<file path="config.mk">
export PLATFORM = sky130hd
export DESIGN_NAME = gws_div
export DESIGN_NICKNAME = d
export VERILOG_FILES = /design/src/sv/gaussian_window_smoother_macros.svh /design/src/sv/gws_pkg.sv /design/src/sv/gws_div.sv
export SDC_FILE = /design/constraint.sdc
export NUM_CORES = 1
export LEC_CHECK = 0
export ABC_AREA = 1
export BUFFER_PORTS_ARGS = -buffer_cell sky130_fd_sc_hd__buf_2
export CAP_MARGIN = 20
export CORE_ASPECT_RATIO = 0.7
export CORE_MARGIN = 2
export CORE_UTILIZATION = 34
export DETAILED_ROUTE_END_ITERATION = 6
export GPL_TIMING_DRIVEN = 1
export PLACE_DENSITY = 0.58
export RECOVER_POWER = 50
export SLEW_MARGIN = 20
export SYNTH_ARGS = -nofsm -noshare
export SYNTH_HDL_FRONTEND = slang
export SYNTH_SLANG_ARGS = --single-unit
</file>
<file path="constraint.sdc">
create_clock -name aclk -period 11.9 [get_ports aclk]
set_input_delay 2.38 -clock aclk [delete_from_list [all_inputs] [get_ports aclk]]
set_output_delay 2.38 -clock aclk [all_outputs]
set_load 0.01 [all_outputs]
</file>
<file path="src/sv/gaussian_window_smoother_macros.svh">
// assertion macros shared by the smoother rtl
`ifndef GAUSSIAN_WINDOW_SMOOTHER_MACROS_SVH
`define GAUSSIAN_WINDOW_SMOOTHER_MACROS_SVH

`ifndef NO_ASSERTIONS

// cond must never hold outside reset
`define GWS_ASSERT_NEVER(lbl, clk, rstn, cond, msg) \
    lbl: assert property (@(posedge clk) disable iff (!(rstn)) !(cond)) \
        else $error(msg);

// ante implies cons in the same cycle
`define GWS_ASSERT_IMPLIES(lbl, clk, rstn, ante, cons, msg) \
    lbl: assert property (@(posedge clk) disable iff (!(rstn)) (ante) |-> (cons)) \
        else $error(msg);

// ante implies cons in the next cycle
`define GWS_ASSERT_NEXT(lbl, clk, rstn, ante, cons, msg) \
    lbl: assert property (@(posedge clk) disable iff (!(rstn)) (ante) |=> (cons)) \
        else $error(msg);

`else

`define GWS_ASSERT_NEVER(lbl, clk, rstn, cond, msg)
`define GWS_ASSERT_IMPLIES(lbl, clk, rstn, ante, cons, msg)
`define GWS_ASSERT_NEXT(lbl, clk, rstn, ante, cons, msg)

`endif

`endif

</file>
<file path="src/sv/gws_pkg.sv">
`default_nettype none

package gws_pkg;

    localparam int PIX_W          = 8;
    localparam int MAX_WIDTH_DEF  = 1024;
    localparam int MAX_KERNEL_DEF = 7;
    localparam int CFG_W          = 11;
    localparam int CFG_IDX_W      = 2;
    localparam int COORD_W        = 10;
    localparam int SUM_W          = 18;
    localparam int KSUM_W         = 10;
    localparam int DIV_SHIFT      = 20;
    localparam int RECIP_W        = 17;
    localparam int PIPE_LAT       = 7;
    localparam int OUT_DEPTH      = 16;

    localparam logic [CFG_W-1:0] WIDTH_RESET  = 11'd640;
    localparam logic [CFG_W-1:0] HEIGHT_RESET = 11'd480;
    localparam logic [CFG_W-1:0] MAX_HEIGHT   = 11'd1024;

    typedef enum logic [CFG_IDX_W-1:0] {
        CFG_FRAME_WIDTH   = 2'd0,
        CFG_FRAME_HEIGHT  = 2'd1,
        CFG_KERNEL_SELECT = 2'd2
    } gws_cfg_idx_t;

    typedef enum logic [1:0] {
        KSEL_3X3 = 2'd0,
        KSEL_5X5 = 2'd1,
        KSEL_7X7 = 2'd2
    } gws_ksel_t;

    localparam int KSUM_3 = 16;
    localparam int KSUM_5 = 273;
    localparam int KSUM_7 = 1003;

    localparam int RECIP_3 = (1 << DIV_SHIFT) / KSUM_3;
    localparam int RECIP_5 = (1 << DIV_SHIFT) / KSUM_5;
    localparam int RECIP_7 = (1 << DIV_SHIFT) / KSUM_7;

    localparam logic [7:0] K3 [9] = '{8'd1, 8'd2, 8'd1, 8'd2, 8'd4, 8'd2, 8'd1, 8'd2, 8'd1};

    localparam logic [7:0] K5 [25] = '{
        8'd1, 8'd4,  8'd7,  8'd4,  8'd1,
        8'd4, 8'd16, 8'd26, 8'd16, 8'd4,
        8'd7, 8'd26, 8'd41, 8'd26, 8'd7,
        8'd4, 8'd16, 8'd26, 8'd16, 8'd4,
        8'd1, 8'd4,  8'd7,  8'd4,  8'd1
    };

    localparam logic [7:0] K7 [49] = '{
        8'd0, 8'd0,  8'd1,  8'd2,   8'd1,  8'd0,  8'd0,
        8'd0, 8'd3,  8'd13, 8'd22,  8'd13, 8'd3,  8'd0,
        8'd1, 8'd13, 8'd59, 8'd97,  8'd59, 8'd13, 8'd1,
        8'd2, 8'd22, 8'd97, 8'd159, 8'd97, 8'd22, 8'd2,
        8'd1, 8'd13, 8'd59, 8'd97,  8'd59, 8'd13, 8'd1,
        8'd0, 8'd3,  8'd13, 8'd22,  8'd13, 8'd3,  8'd0,
        8'd0, 8'd0,  8'd1,  8'd2,   8'd1,  8'd0,  8'd0
    };

    typedef struct packed {
        logic [PIX_W-1:0] red;
        logic [PIX_W-1:0] green;
        logic [PIX_W-1:0] blue;
    } gws_pixel_t;

    typedef struct packed {
        logic             frame_start;
        logic [PIX_W-1:0] pixel_red;
        logic [PIX_W-1:0] pixel_green;
        logic [PIX_W-1:0] pixel_blue;
    } gws_in_t;

    typedef struct packed {
        logic [PIX_W-1:0]   smooth_red;
        logic [PIX_W-1:0]   smooth_green;
        logic [PIX_W-1:0]   smooth_blue;
        logic [COORD_W-1:0] centre_col;
        logic [COORD_W-1:0] centre_row;
    } gws_out_t;

    typedef struct packed {
        logic [SUM_W-1:0] red;
        logic [SUM_W-1:0] green;
        logic [SUM_W-1:0] blue;
    } gws_sums_t;

    // kernel tap at row a, column b of the selected kernel
    function automatic logic [7:0] gws_weight(input gws_ksel_t sel, input int a, input int b);
        logic [7:0] wt;
        case (sel)
            KSEL_3X3: wt = K3[a * 3 + b];
            KSEL_5X5: wt = K5[a * 5 + b];
            default:  wt = K7[a * 7 + b];
        endcase
        return wt;
    endfunction

    function automatic logic [KSUM_W-1:0] gws_ksum(input gws_ksel_t sel);
        logic [KSUM_W-1:0] s;
        case (sel)
            KSEL_3X3: s = KSUM_W'(KSUM_3);
            KSEL_5X5: s = KSUM_W'(KSUM_5);
            default:  s = KSUM_W'(KSUM_7);
        endcase
        return s;
    endfunction

    // floor(2^DIV_SHIFT / kernel sum)
    function automatic logic [RECIP_W-1:0] gws_recip(input gws_ksel_t sel);
        logic [RECIP_W-1:0] m;
        case (sel)
            KSEL_3X3: m = RECIP_W'(RECIP_3);
            KSEL_5X5: m = RECIP_W'(RECIP_5);
            default:  m = RECIP_W'(RECIP_7);
        endcase
        return m;
    endfunction

endpackage

`default_nettype wire

</file>
<file path="src/sv/gws_div.sv">
`default_nettype none

module gws_div (
    input  wire logic                      aclk,
    input  wire gws_pkg::gws_ksel_t        ksel,
    input  wire logic [gws_pkg::SUM_W-1:0] sum_in,
    output logic      [gws_pkg::PIX_W-1:0] quot
);

    localparam int PROD_W = gws_pkg::SUM_W + gws_pkg::RECIP_W;

    logic [PROD_W-1:0]         prod_reg;
    logic [PROD_W-1:0]         prod_next;
    logic [gws_pkg::SUM_W-1:0] s_a_reg;
    logic [gws_pkg::SUM_W-1:0] s_b_reg;
    logic [gws_pkg::PIX_W-1:0] q0_reg;
    logic [gws_pkg::PIX_W-1:0] q0_next;
    logic [gws_pkg::SUM_W-1:0] qd_reg;
    logic [gws_pkg::SUM_W-1:0] qd_next;
    logic [gws_pkg::SUM_W-1:0] rem;
    logic [gws_pkg::SUM_W-1:0] ksum;
    logic [gws_pkg::PIX_W-1:0] quot_reg;
    logic [gws_pkg::PIX_W-1:0] quot_next;

    // estimate by reciprocal, then one correction step
    always_comb begin
        ksum      = gws_pkg::SUM_W'(gws_pkg::gws_ksum(ksel));
        prod_next = PROD_W'(sum_in) * PROD_W'(gws_pkg::gws_recip(ksel));
        q0_next   = prod_reg[gws_pkg::DIV_SHIFT + gws_pkg::PIX_W - 1:gws_pkg::DIV_SHIFT];
        qd_next   = gws_pkg::SUM_W'(q0_next) * ksum;
        rem       = s_b_reg - qd_reg;
        quot_next = (rem >= ksum) ? q0_reg + gws_pkg::PIX_W'(1) : q0_reg;
    end

    always_ff @(posedge aclk) begin
        prod_reg <= prod_next;
        s_a_reg  <= sum_in;
        q0_reg   <= q0_next;
        qd_reg   <= qd_next;
        s_b_reg  <= s_a_reg;
        quot_reg <= quot_next;
    end

    assign quot = quot_reg;

endmodule

`default_nettype wire
</file>
Yosys cells after proc, flatten, opt, wreduce, memory -nomap -nowiden
Index checks and enable logic that the tools add are counted.
W data, S select, Z words.
Word-level totals
  word-level logic and storage cells: 16
  bits in registers: 98
  output and inout port bits: 8
Cells by class
  order comparisons: 1
  muxes and demuxes: 3
  $add $sub $neg: 2
  equality and inequality tests: 1
  multipliers: 2
  reduce and logical (&&, ||, !) cells: 1
Operator list (count)
  $pmux W17 S2: 1
  $mul A18 B17 Y28: 1
  $pmux W10 S2: 1
  $ge A18 B10 Y1: 1
  $mul A8 B10 Y18: 1
  $sub A18 B18 Y18: 1
  $add A8 B1 Y8 const B: 1
  $mux W8: 1
  $eq A2 B1 Y1 const B: 1
  $logic_not A2 Y1: 1

Longest topological paths before layout
Gate-level depths: netlist of the first run.
  depth after elaboration: 4
  depth in mapped cells: 31
  gate-level depth less buffers: 30

Worst setup path after synthesis of the first run
Ideal clock, no wire load.
  kind: input port to flip-flop
  start: input port ksel[1]
  end: register prod_reg[25]
  stages on the path: 27
  buffers on the path: 3
  slack: 4.209 ns
  arrival: 7.566 ns
  required time: 11.775 ns
  cell sequence: buf_2 > inv_1 > nand2_1 > clkbuf_1 > buf_1 > nor2_1 > fa_1 > ha_1 > inv_1 > fa_1 > inv_1 > fa_1 > fa_1 > inv_1 > fa_1 > inv_1 > ha_1 > nand2_1 > nor2_1 > nand2_1 > nor3_1 > nand2_1 > o21ai_0 > nor2_1 > nand2_1 > a31oi_1 > xor2_1
On the way
  longest elaborated chain between the ends: 3
RTL lines
  start: declaration: RTL line gws_div.sv:5  | input wire gws_pkg::gws_ksel_t ksel,
  $eq A2 B1 Y1 or $logic_not A2 Y1 (tied branches): RTL line gws_pkg.sv:113  | case (sel)
  $pmux W17 S2 (*): RTL line gws_pkg.sv:113
  $mul A18 B17 Y28 (*): RTL line gws_div.sv:28  | prod_next = PROD_W'(sum_in) * PROD_W'(gws_pkg::gws_recip(ksel));
  via prod_next[25]: RTL line gws_div.sv:13  | logic [PROD_W-1:0] prod_next;
  end signal: assignment: RTL line gws_div.sv:36  | prod_reg <= prod_next;
  end: declaration: RTL line gws_div.sv:12  | logic [PROD_W-1:0] prod_reg;
The timed path passes the listed nets; every way through them passes the cells marked *.

Final worst setup path of the first run
  start: input port ksel[1]
  end: register prod_reg[24]
The elaborated chain is that of the path after synthesis.

==> out/qor.csv, run 1 <==
stage,metric,value,unit
finish,drive_gt1_frac,0.0429,
cts,htreeDepth,3,
routing,wl_per_cell,14.3,microns
timing,worst_slew_pin_slew,865,ps
worst_setup_path,path_class,input pin to flip-flop,
cts,cts_root_buf,clkbuf_16,
hold_path,hold_class,flip-flop to flip-flop,
placement,routabilityCongestion,0.915,
cts,cts_sinks,78,
floorplan,pin_count,29,
global_route,grt_usage,0.161,
finish,synthToLayoutAreaGrowth,8.56,%
synthesis,synth_adder_area_share,0.471,
worst_setup_path,timing.rr.start,prod_reg[26],
synthesis,syn_area,10000,sq um
synthesis,syn_inst,1228,
timing,rsz0062_at_grt,false,
flow_run,maxCapViolCount,0,
routing,drt-pass1-iter-count,7,
synthesis,synth_top_family_by_area,adder cells,
hold_path,worstHoldStart,s_a_reg[0],
synthesis,synth_seq_cells,78,
cts,clk_pin_slew,60,ps
floorplan,die_w,209,microns
cts,postCtsHoldBufs,0,
worst_setup_path,worstPathRequired,12160,ps
finish,finish.net_count,1588,
synthesis,yosys.area_share.simple,0.154,
global_route,grt_pass1_vias,7526,
timing,maxSlewViolCount,0,
floorplan,start_util,0.346,
cts,ctsResizeCount,0,
worst_setup_path,cp_max_fo,36,
worst_setup_path,endpoint_kind,flip-flop,
routing,vias,7480,
run_status,violations,DRC,
cts,cts_tree,built,
cts,cts_made_buffers,9,
cts,clock_latency,340,ps
worst_setup_path,arrival,8670,ps
synthesis,yosysUniqueCellTypes,39,
floorplan,die_y,148,microns
worst_setup_path,critical_path.startpoint,ksel[1],
routing,wl,23.5,mm
synthesis,ys_seq_area_frac,0.156,
global_route,grt_pass1_wl,39.1,mm
finish,fillers,2938,
routing,drt_iter0_markers,544,
floorplan,dieArea,30900,sq um
timing,tns,0,ps
synthesis,synthXorXnorAreaFrac,0.0393,
timing,period_needed,8420,ps
floorplan,fp-row-count,52,
routing,ant_nets,0,
timing,finClkSkew,10.6,ps
floorplan,coreArea,29000,sq um
worst_setup_path,crit_path_start_kind,input pin,
synthesis,synth.area.mux_share,0,
routing,vias_per_cell,4.57,
global_route,overflow,0,
global_route,antenna_found_initial,0,
timing,setup_violations,0,
timing,final-hold-violation-count,0,
cts,post_cts_buffers,0,
timing,slew_headroom,0.422,
timing,period_share,0.707,
synthesis,ys_warn_count,0,
cts,clockBufferDepth,2,
synthesis,syn_avg_cell_area,8.16,sq um
routing,drc,2,
global_route,grt_max_degree,37,
synthesis,synth_compound_area_frac,0.0565,
placement,portBuffers,28,
run_status,outcome,"finished, violations left",
finish,antenna_cells,0,
placement,dpl.hpwl,20.8,mm
timing,max_freq,0.119,GHz
area by class of cell:
| cell class | count | area (sq um) | share of cell area |
|---|---|---|---|
| timing repair buffer | 29 | 126 | 0.0116 |
| clock buffer | 9 | 225 | 0.0207 |
| tap | 378 | 473 | 0.0435 |
| inverter | 314 | 1180 | 0.108 |
| sequential | 78 | 1560 | 0.143 |
| multi-input combinational | 824 | 7230 | 0.664 |
| clock inverter | 6 | 87.6 | 0.00805 |
cells in the mapped netlist:
library cell  number  area [sq um]
nor2_1            84           315
o31ai_1            5          37.5
nand3_4            1          17.5
nand3_1           39           195
o22ai_1            4          25.0
nor2_2             4          25.0
xor2_1            32           280
buf_2              1          5.00
buf_1              5          18.8
fa_1             110          2200
nand4_1            8          50.1
o21ai_1            4          20.0
a21o_1             5          37.5
nor3_1             8          40.0
and2_1             2          12.5
nand2_1          198           743
a31oi_1            2          12.5
nor4_1             3          18.8
buf_6              1          11.3
clkbuf_1           6          22.5
ha_1             201          2510
o21bai_1           1          7.51
nand3b_1           2          15.0
nand2_4            1          11.3
a21boi_0           4          30.0
dfxtp_1           78          1560
nand2_2            9          56.3
nor2_4             2          22.5
inv_2              7          26.3
o21ai_0           27           135
o21a_1             3          22.5
a21oi_1           46           230
conb_1             1          3.75
xnor2_1           13           114
and3_1             1          6.26
inv_1            307          1150
nand3_2            1          10.0
o21ai_2            1          8.76
or2_2              1          6.26
critical path, stage by stage:
cell	delay (ps)
buf_2	530
inv_1	370
nand2_1	740
nor2_1	240
fa_1	560
ha_1	180
inv_1	70
fa_1	510
inv_1	60
fa_1	490
fa_1	490
inv_1	50
fa_1	470
inv_1	40
ha_1	300
nand2_1	120
nor4_1	400
o21ai_0	150
nand3_1	160
nand2_1	70
nand3_1	90
xor2_1	150
path summary, 6_finish.rpt:
| check | slack (ps) | cells past startpoint | endpoint |
|---|---|---|---|
| setup / recovery | 3480 | 22 | prod_reg[24] |
| hold / removal | 320 | 0 | s_b_reg[0] |
| setup reg to reg | 7420 | 15 | qd_reg[15] |
| hold reg to reg | 320 | 0 | s_b_reg[0] |
cells by family after synthesis:
| group | count (synthesis) |
|---|---|
| other | 1 |
| adders and majority gates | 311 |
| and+or+nand+nor | 364 |
| xor gates and xnor gates | 45 |
| buffers and inverters | 327 |
| AOI/OAI and AO/OA | 102 |
| DFF | 78 |
per-stage QoR:
stage	utilization	area, sq um	setup slack [ps]	hold WS, ps	instances
detailed placement	0.366	10600	3210	312	1623
finish	0.376	10900	3480	325	1638
floorplan	-	10000	4210	310	1229
global placement	0.366	10600	3300	311	1623
CTS	0.377	10900	3540	325	1638
global route	0.376	10900	2970	328	1638
per-layer routing:
layer / GRT usage / up-vias / part of all wire
met3: 0.0302 / 10 / 0.068
met2: 0.226 / 173 / 0.37
met1: 0.257 / 3474 / 0.56
li1: - / 3823 / -
met5: 0 / - / 0
met4: 0.0207 / 0 / 0.0053
layout by cell type, fill, tap and decap left out, types with 11 or more instances in the layout:
| master | count |
|---|---|
| xnor2_1 | 13 |
| nor2_1 | 84 |
| ha_1 | 201 |
| clkbuf_1 | 17 |
| nand2_1 | 198 |
| o21ai_0 | 27 |
| xor2_1 | 32 |
| a21oi_1 | 46 |
| buf_2 | 11 |
| fa_1 | 110 |
| nand3_1 | 39 |
| dfxtp_1 | 78 |
| inv_1 | 307 |
Power of run 1 is left out: the tool's default activity adds up to more than one toggle a clock period on the data nets, which glitch-free logic cannot reach.
==> run 2: changes to the inputs <==
- PLACE_DENSITY: 0.58 -> 0.59
- clock period: 11.9 -> 7.2 ns (I/O delays scaled with it)
==> out/qor.csv, run 2 (synthesized netlist as in run 1, its figures left out) <==
stage,metric,value,unit,change
floorplan,start_util,0.346,,unchanged
placement,portBuffers,28,,unchanged
timing,setup_violations,0,,unchanged
floorplan,die_y,148,microns,unchanged
finish,finish.net_count,1593,,was 1588
timing,final-hold-violation-count,0,,unchanged
cts,clk_pin_slew,60,ps,about the same
placement,routabilityCongestion,0.905,,was 0.915
timing,period_share,0.908,,
routing,wl_per_cell,14.3,microns,about the same
timing,period_needed,6540,ps,
global_route,antenna_found_initial,2,,was 0
cts,cts_tree,built,,unchanged
global_route,grt_pass1_wl,38.4,mm,was 39.1 mm
global_route,grt_max_degree,35,,was 37
routing,drt_iter0_markers,508,,was 544
routing,vias_per_cell,4.55,,was 4.57
timing,worst_slew_pin_slew,542,ps,was 865 ps
timing,holdWs,324,ps,was 325 ps
timing,rsz0062_at_grt,false,,unchanged
finish,synthToLayoutAreaGrowth,9.05,%,was 8.56%
worst_setup_path,cp_common_cell,fa_1,,
global_route,grt_pass1_vias,7342,,was 7526
worst_setup_path,crit_path_start_kind,input pin,,unchanged
worst_setup_path,path_class,input pin to flip-flop,,unchanged
cts,cts_root_buf,clkbuf_16,,unchanged
cts,clockBufferDepth,2,,unchanged
cts,cts_made_buffers,9,,unchanged
finish,fillers,2930,,was 2938
cts,post_cts_buffers,0,,unchanged
timing,finClkSkew,10.4,ps,was 10.6 ps
timing,max_freq,0.153,GHz,
routing,drc,0,,was 2
cts,htreeDepth,3,,unchanged
finish,mostFrequentLayoutCells,"inv_1, ha_1, nand2_1",,unchanged
worst_setup_path,path_cells,buf_2 > inv_1 > nand2_1 > nor2_1 > fa_1 > ha_1 > fa_1 > fa_1 > fa_1 > inv_1 > fa_1 > inv_1 > ha_1 > nand2_1 > nor4_1 > nand4_1 > nand3_1 > nand2_1 > nand3_1 > xor2_1,,was buf_2 > inv_1 > nand2_1 > nor2_1 > fa_1 > ha_1 > inv_1 > fa_1 > inv_1 > fa_1 > fa_1 > inv_1 > fa_1 > inv_1 > ha_1 > nand2_1 > nor4_1 > o21ai_0 > nand3_1 > nand2_1 > nand3_1 > xor2_1
finish,drive_gt1_frac,0.0466,,was 0.0429
placement,dp.cells,1628,,was 1623
worst_setup_path,cp_max_fo,17,,was 36
global_route,overflow,0,,unchanged
cts,cts_sinks,78,,unchanged
run_status,outcome,"finished, final reports clean",,"was finished, violations left"
hold_path,hold_class,flip-flop to flip-flop,,unchanged
cts,postCtsHoldBufs,0,,unchanged
worst_setup_path,cp_slowest_cell,fa_1,,was nand2_1
routing,drt-pass1-iter-count,5,,was 7
worst_setup_path,arrival,6800,ps,was 8670 ps
finish,final_core_utilization,0.378,,was 0.376
timing,slew_headroom,0.638,,was 0.422
worst_setup_path,endpoint_kind,flip-flop,,unchanged
routing,ant_nets,0,,unchanged
cts,ctsResizeCount,0,,unchanged
finish,multiInputGateArea,7230,sq um,unchanged
timing,maxSlewViolCount,0,,unchanged
routing,vias,7487,,was 7480
worst_setup_path,cp_slowest_stage_delay,570,ps,was 740 ps
floorplan,fp-row-count,52,,unchanged
floorplan,dieArea,30900,sq um,unchanged
timing,tns,0,ps,unchanged
finish,fin_cells,1644,,was 1638
finish,antenna_cells,0,,unchanged
floorplan,die_w,209,microns,unchanged
flow_run,maxCapViolCount,0,,unchanged
finish,regArea,1560,sq um,unchanged
placement,dpl.hpwl,20.9,mm,was 20.8 mm
routing,wl,23.5,mm,about the same
floorplan,pin_count,29,,unchanged
floorplan,coreArea,29000,sq um,unchanged
finish,final_common_cell,inv_1,,unchanged
cts,clock_latency,340,ps,about the same
worst_setup_path,worstPathRequired,7460,ps,was 12160 ps
global_route,grt_usage,0.159,,was 0.161
-- run 2: cell types whose count changed in the layout (fill, tap and decap cells not counted) --
cell        delta
buf_4          +5
clkinvlp_4     -1
clkinv_2       -1
clkbuf_1       +1
inv_8          +1
clkinv_4       +1
-- run 2: worst paths after layout --
| path | startpoint | end | slack, ps | cells after the start |
|---|---|---|---|---|
| worst max register to register | prod_reg[26] | qd_reg[15] | 2670 | 15 |
| worst min register to register | s_a_reg[6] | s_b_reg[6] | 320 | 0 |
| worst max-delay path | ksel[1] | prod_reg[26] | 660 | 20 |
| worst min-delay path | s_a_reg[6] | s_b_reg[6] | 320 | 0 |
-- run 2: area by class of cell --
type	instances	area share
flip-flops and latches	78	0.143
clock buffers	10	0.0209
clock inverters	6	0.00870
repair buffers	34	0.0150
inverters	314	0.108
well taps	378	0.0433
multi-input cells	824	0.661
-- run 2: per-stage QoR --
| stage | cell area, sq um | setup WS (ps) |
|---|---|---|
| CTS | 11000 | 727 |
| global route | 10900 | 286 |
| finish | 10900 | 661 |
| global placement | 10600 | 540 |
| floorplan | 10000 | 449 |
| detailed placement | 10600 | 386 |
-- run 2: critical path, delay by kind of cell --
| family | cells | cell delay, ps |
|---|---|---|
| xor+xnor | 1 | 140 |
| fa+ha+maj | 7 | 3110 |
| buf+inv | 4 | 280 |
| simple gates | 8 | 1820 |
-- run 2: routing by layer --
metal	vias up	wire length (microns)	GRT usage
met5	-	0	0
met4	0	102	0.0196
met3	10	1670	0.0317
met2	196	8850	0.222
met1	3452	12900	0.255
li1	3829	-	-
Power of run 2 is left out for the same reason.
==> run 3: changes to the inputs <==
==> constraint.sdc (replaced) <==
create_clock -name aclk -period 7.2 [get_ports aclk]
set_input_delay 0.36 -clock aclk [delete_from_list [all_inputs] [get_ports aclk]]
set_output_delay 0.36 -clock aclk [all_outputs]
set_load 0.01 [all_outputs]
==> out/qor.csv, run 3 (synthesized netlist as in run 1, its figures left out) <==
stage,metric,value,unit,change
worst_setup_path,path_cells,buf_2 > inv_1 > nand2_1 > nor2_1 > fa_1 > ha_1 > inv_1 > fa_1 > inv_1 > fa_1 > fa_1 > inv_1 > fa_1 > inv_1 > ha_1 > nand2_1 > nor4_1 > nand4_1 > nand3_1 > nand2_1 > nand3_1 > xor2_1,,was buf_2 > inv_1 > nand2_1 > nor2_1 > fa_1 > ha_1 > fa_1 > fa_1 > fa_1 > inv_1 > fa_1 > inv_1 > ha_1 > nand2_1 > nor4_1 > nand4_1 > nand3_1 > nand2_1 > nand3_1 > xor2_1
timing,worst_slew_pin_slew,800,ps,was 542 ps
finish,mostFrequentLayoutCells,"inv_1, ha_1, nand2_1",,unchanged
run_status,outcome,"finished, final reports clean",,unchanged
cts,cts_tree,built,,unchanged
global_route,grt_max_degree,36,,was 35
global_route,grt_usage,0.163,,was 0.159
routing,drt-pass1-iter-count,5,,unchanged
worst_setup_path,timing.rr.start,prod_reg[24],,was prod_reg[26]
placement,portBuffers,28,,unchanged
routing,drc,0,,unchanged
global_route,grt_pass1_wl,39.2,mm,was 38.4 mm
timing,final-hold-violation-count,0,,unchanged
worst_setup_path,cp_max_fo,25,,was 17
finish,fillers,2997,,was 2930
finish,drive_gt1_frac,0.0436,,was 0.0466
worst_setup_path,cp_slowest_cell,nand2_1,,was fa_1
floorplan,coreArea,29000,sq um,unchanged
finish,antenna_cells,0,,unchanged
floorplan,fp-row-count,52,,unchanged
timing,holdWs,206,ps,was 324 ps
routing,wl,23.9,mm,was 23.5 mm
routing,met3WireLength,1.70,mm,was 1.67 mm
timing,maxSlewViolCount,0,,unchanged
worst_setup_path,endpoint_kind,flip-flop,,unchanged
floorplan,start_util,0.346,,unchanged
routing,vias,7515,,was 7487
finish,final_core_utilization,0.377,,was 0.378
floorplan,die_w,209,microns,unchanged
worst_setup_path,worstPathRequired,7470,ps,was 7460 ps
worst_setup_path,path_class,input pin to flip-flop,,unchanged
hold_path,worstHoldStart,sum_in[0],,was s_a_reg[6]
timing,setup_slack,1260,ps,was 661 ps
worst_setup_path,crit_family,adder cells,,unchanged
hold_path,hold_class,input pin to flip-flop,,was flip-flop to flip-flop
placement,dp_slack,973,ps,was 386 ps
routing,drt_iter0_markers,583,,was 508
finish,final_common_cell,inv_1,,unchanged
routing,wl_met1,13.3,mm,was 12.9 mm
routing,met2_length,8.70,mm,was 8.85 mm
routing,ant_nets,0,,unchanged
routing,routed.top_layer,met4,,unchanged
global_route,overflow,0,,unchanged
cts,cts_root_buf,clkbuf_16,,unchanged
timing,rsz0062_at_grt,false,,unchanged
worst_setup_path,crit_path_start_kind,input pin,,unchanged
timing,tns,0,ps,unchanged
cts,ctsResizeCount,0,,unchanged
cts,clk_pin_slew,50,ps,was 60 ps
floorplan,pin_count,29,,unchanged
finish,finish.net_count,1589,,was 1593
worst_setup_path,arrival,6210,ps,was 6800 ps
placement,routabilityCongestion,0.901,,was 0.905
routing,wl_per_cell,14.6,microns,was 14.3 microns
timing,setup_violations,0,,unchanged
worst_setup_path,cp_num_buf_inv,6,,was 4
timing,period_share,0.825,,was 0.908
worst_setup_path,critical_path.startpoint,ksel[1],,unchanged
cts,htreeDepth,3,,unchanged
worst_setup_path,r2r_slack,2760,ps,was 2670 ps
floorplan,die_y,148,microns,unchanged
cts,cts_sinks,78,,unchanged
finish,synthToLayoutAreaGrowth,8.84,%,was 9.05%
cts,clockBufferDepth,2,,unchanged
cts,postCtsHoldBufs,0,,unchanged
timing,finClkSkew,10.9,ps,was 10.4 ps
floorplan,dieArea,30900,sq um,unchanged
placement,dpl.hpwl,21.0,mm,was 20.9 mm
timing,slew_headroom,0.465,,was 0.638
global_route,antenna_found_initial,0,,was 2
cts,post_cts_buffers,0,,unchanged
cts,cts_made_buffers,9,,unchanged
cts,clock_latency,350,ps,was 340 ps
timing,max_freq,0.168,GHz,was 0.153 GHz
global_route,grt_pass1_vias,7389,,was 7342
flow_run,maxCapViolCount,0,,unchanged
timing,period_needed,5940,ps,was 6540 ps
routing,vias_per_cell,4.58,,was 4.55
worst_setup_path,cp_slowest_stage_delay,580,ps,was 570 ps
run 3: per-stage QoR:
step                      instance area [sq um]  std cells
after CTS                                 10900       1640
after detailed placement                  10600       1624
after floorplan                           10000       1229
final                                     10900       1640
after global routing                      10900       1640
after global placement                    10600       1624
run 3: worst register-to-register path: stages, from the launching register on:
cell	delay, ps
dfxtp_1	440
nand2_1	160
inv_1	270
ha_1	200
inv_1	50
fa_1	520
fa_1	440
fa_1	550
inv_1	40
ha_1	340
nand3_1	100
nand3_1	120
inv_1	80
o21a_1	240
o21ai_1	130
a21boi_0	370
o21ai_1	130
xor2_1	160
run 3: routing by layer:
| metal | up-vias | global-route usage |
|---|---|---|
| met5 | - | 0 |
| met4 | 0 | 0.0225 |
| met3 | 17 | 0.0391 |
| met2 | 179 | 0.221 |
| met1 | 3500 | 0.262 |
| li1 | 3819 | - |
run 3: final timing paths:
path / to / depth (start not counted)
setup / recovery: prod_reg[24] / 22
hold / removal: s_a_reg[0] / 1
setup reg to reg: qd_reg[15] / 17
hold reg to reg: s_b_reg[9] / 0
run 3: cell type report:
class / count / area, sq um / area share
Sequential cell: 78 / 1560 / 0.143
Tap cell: 378 / 473 / 0.0433
Clock buffer: 11 / 253 / 0.0232
Timing Repair Buffer: 30 / 133 / 0.0122
Clock inverter: 5 / 81.3 / 0.00745
Inverter: 314 / 1180 / 0.108
Multi-Input combinational cell: 824 / 7230 / 0.663
Power of run 3 is left out for the same reason.
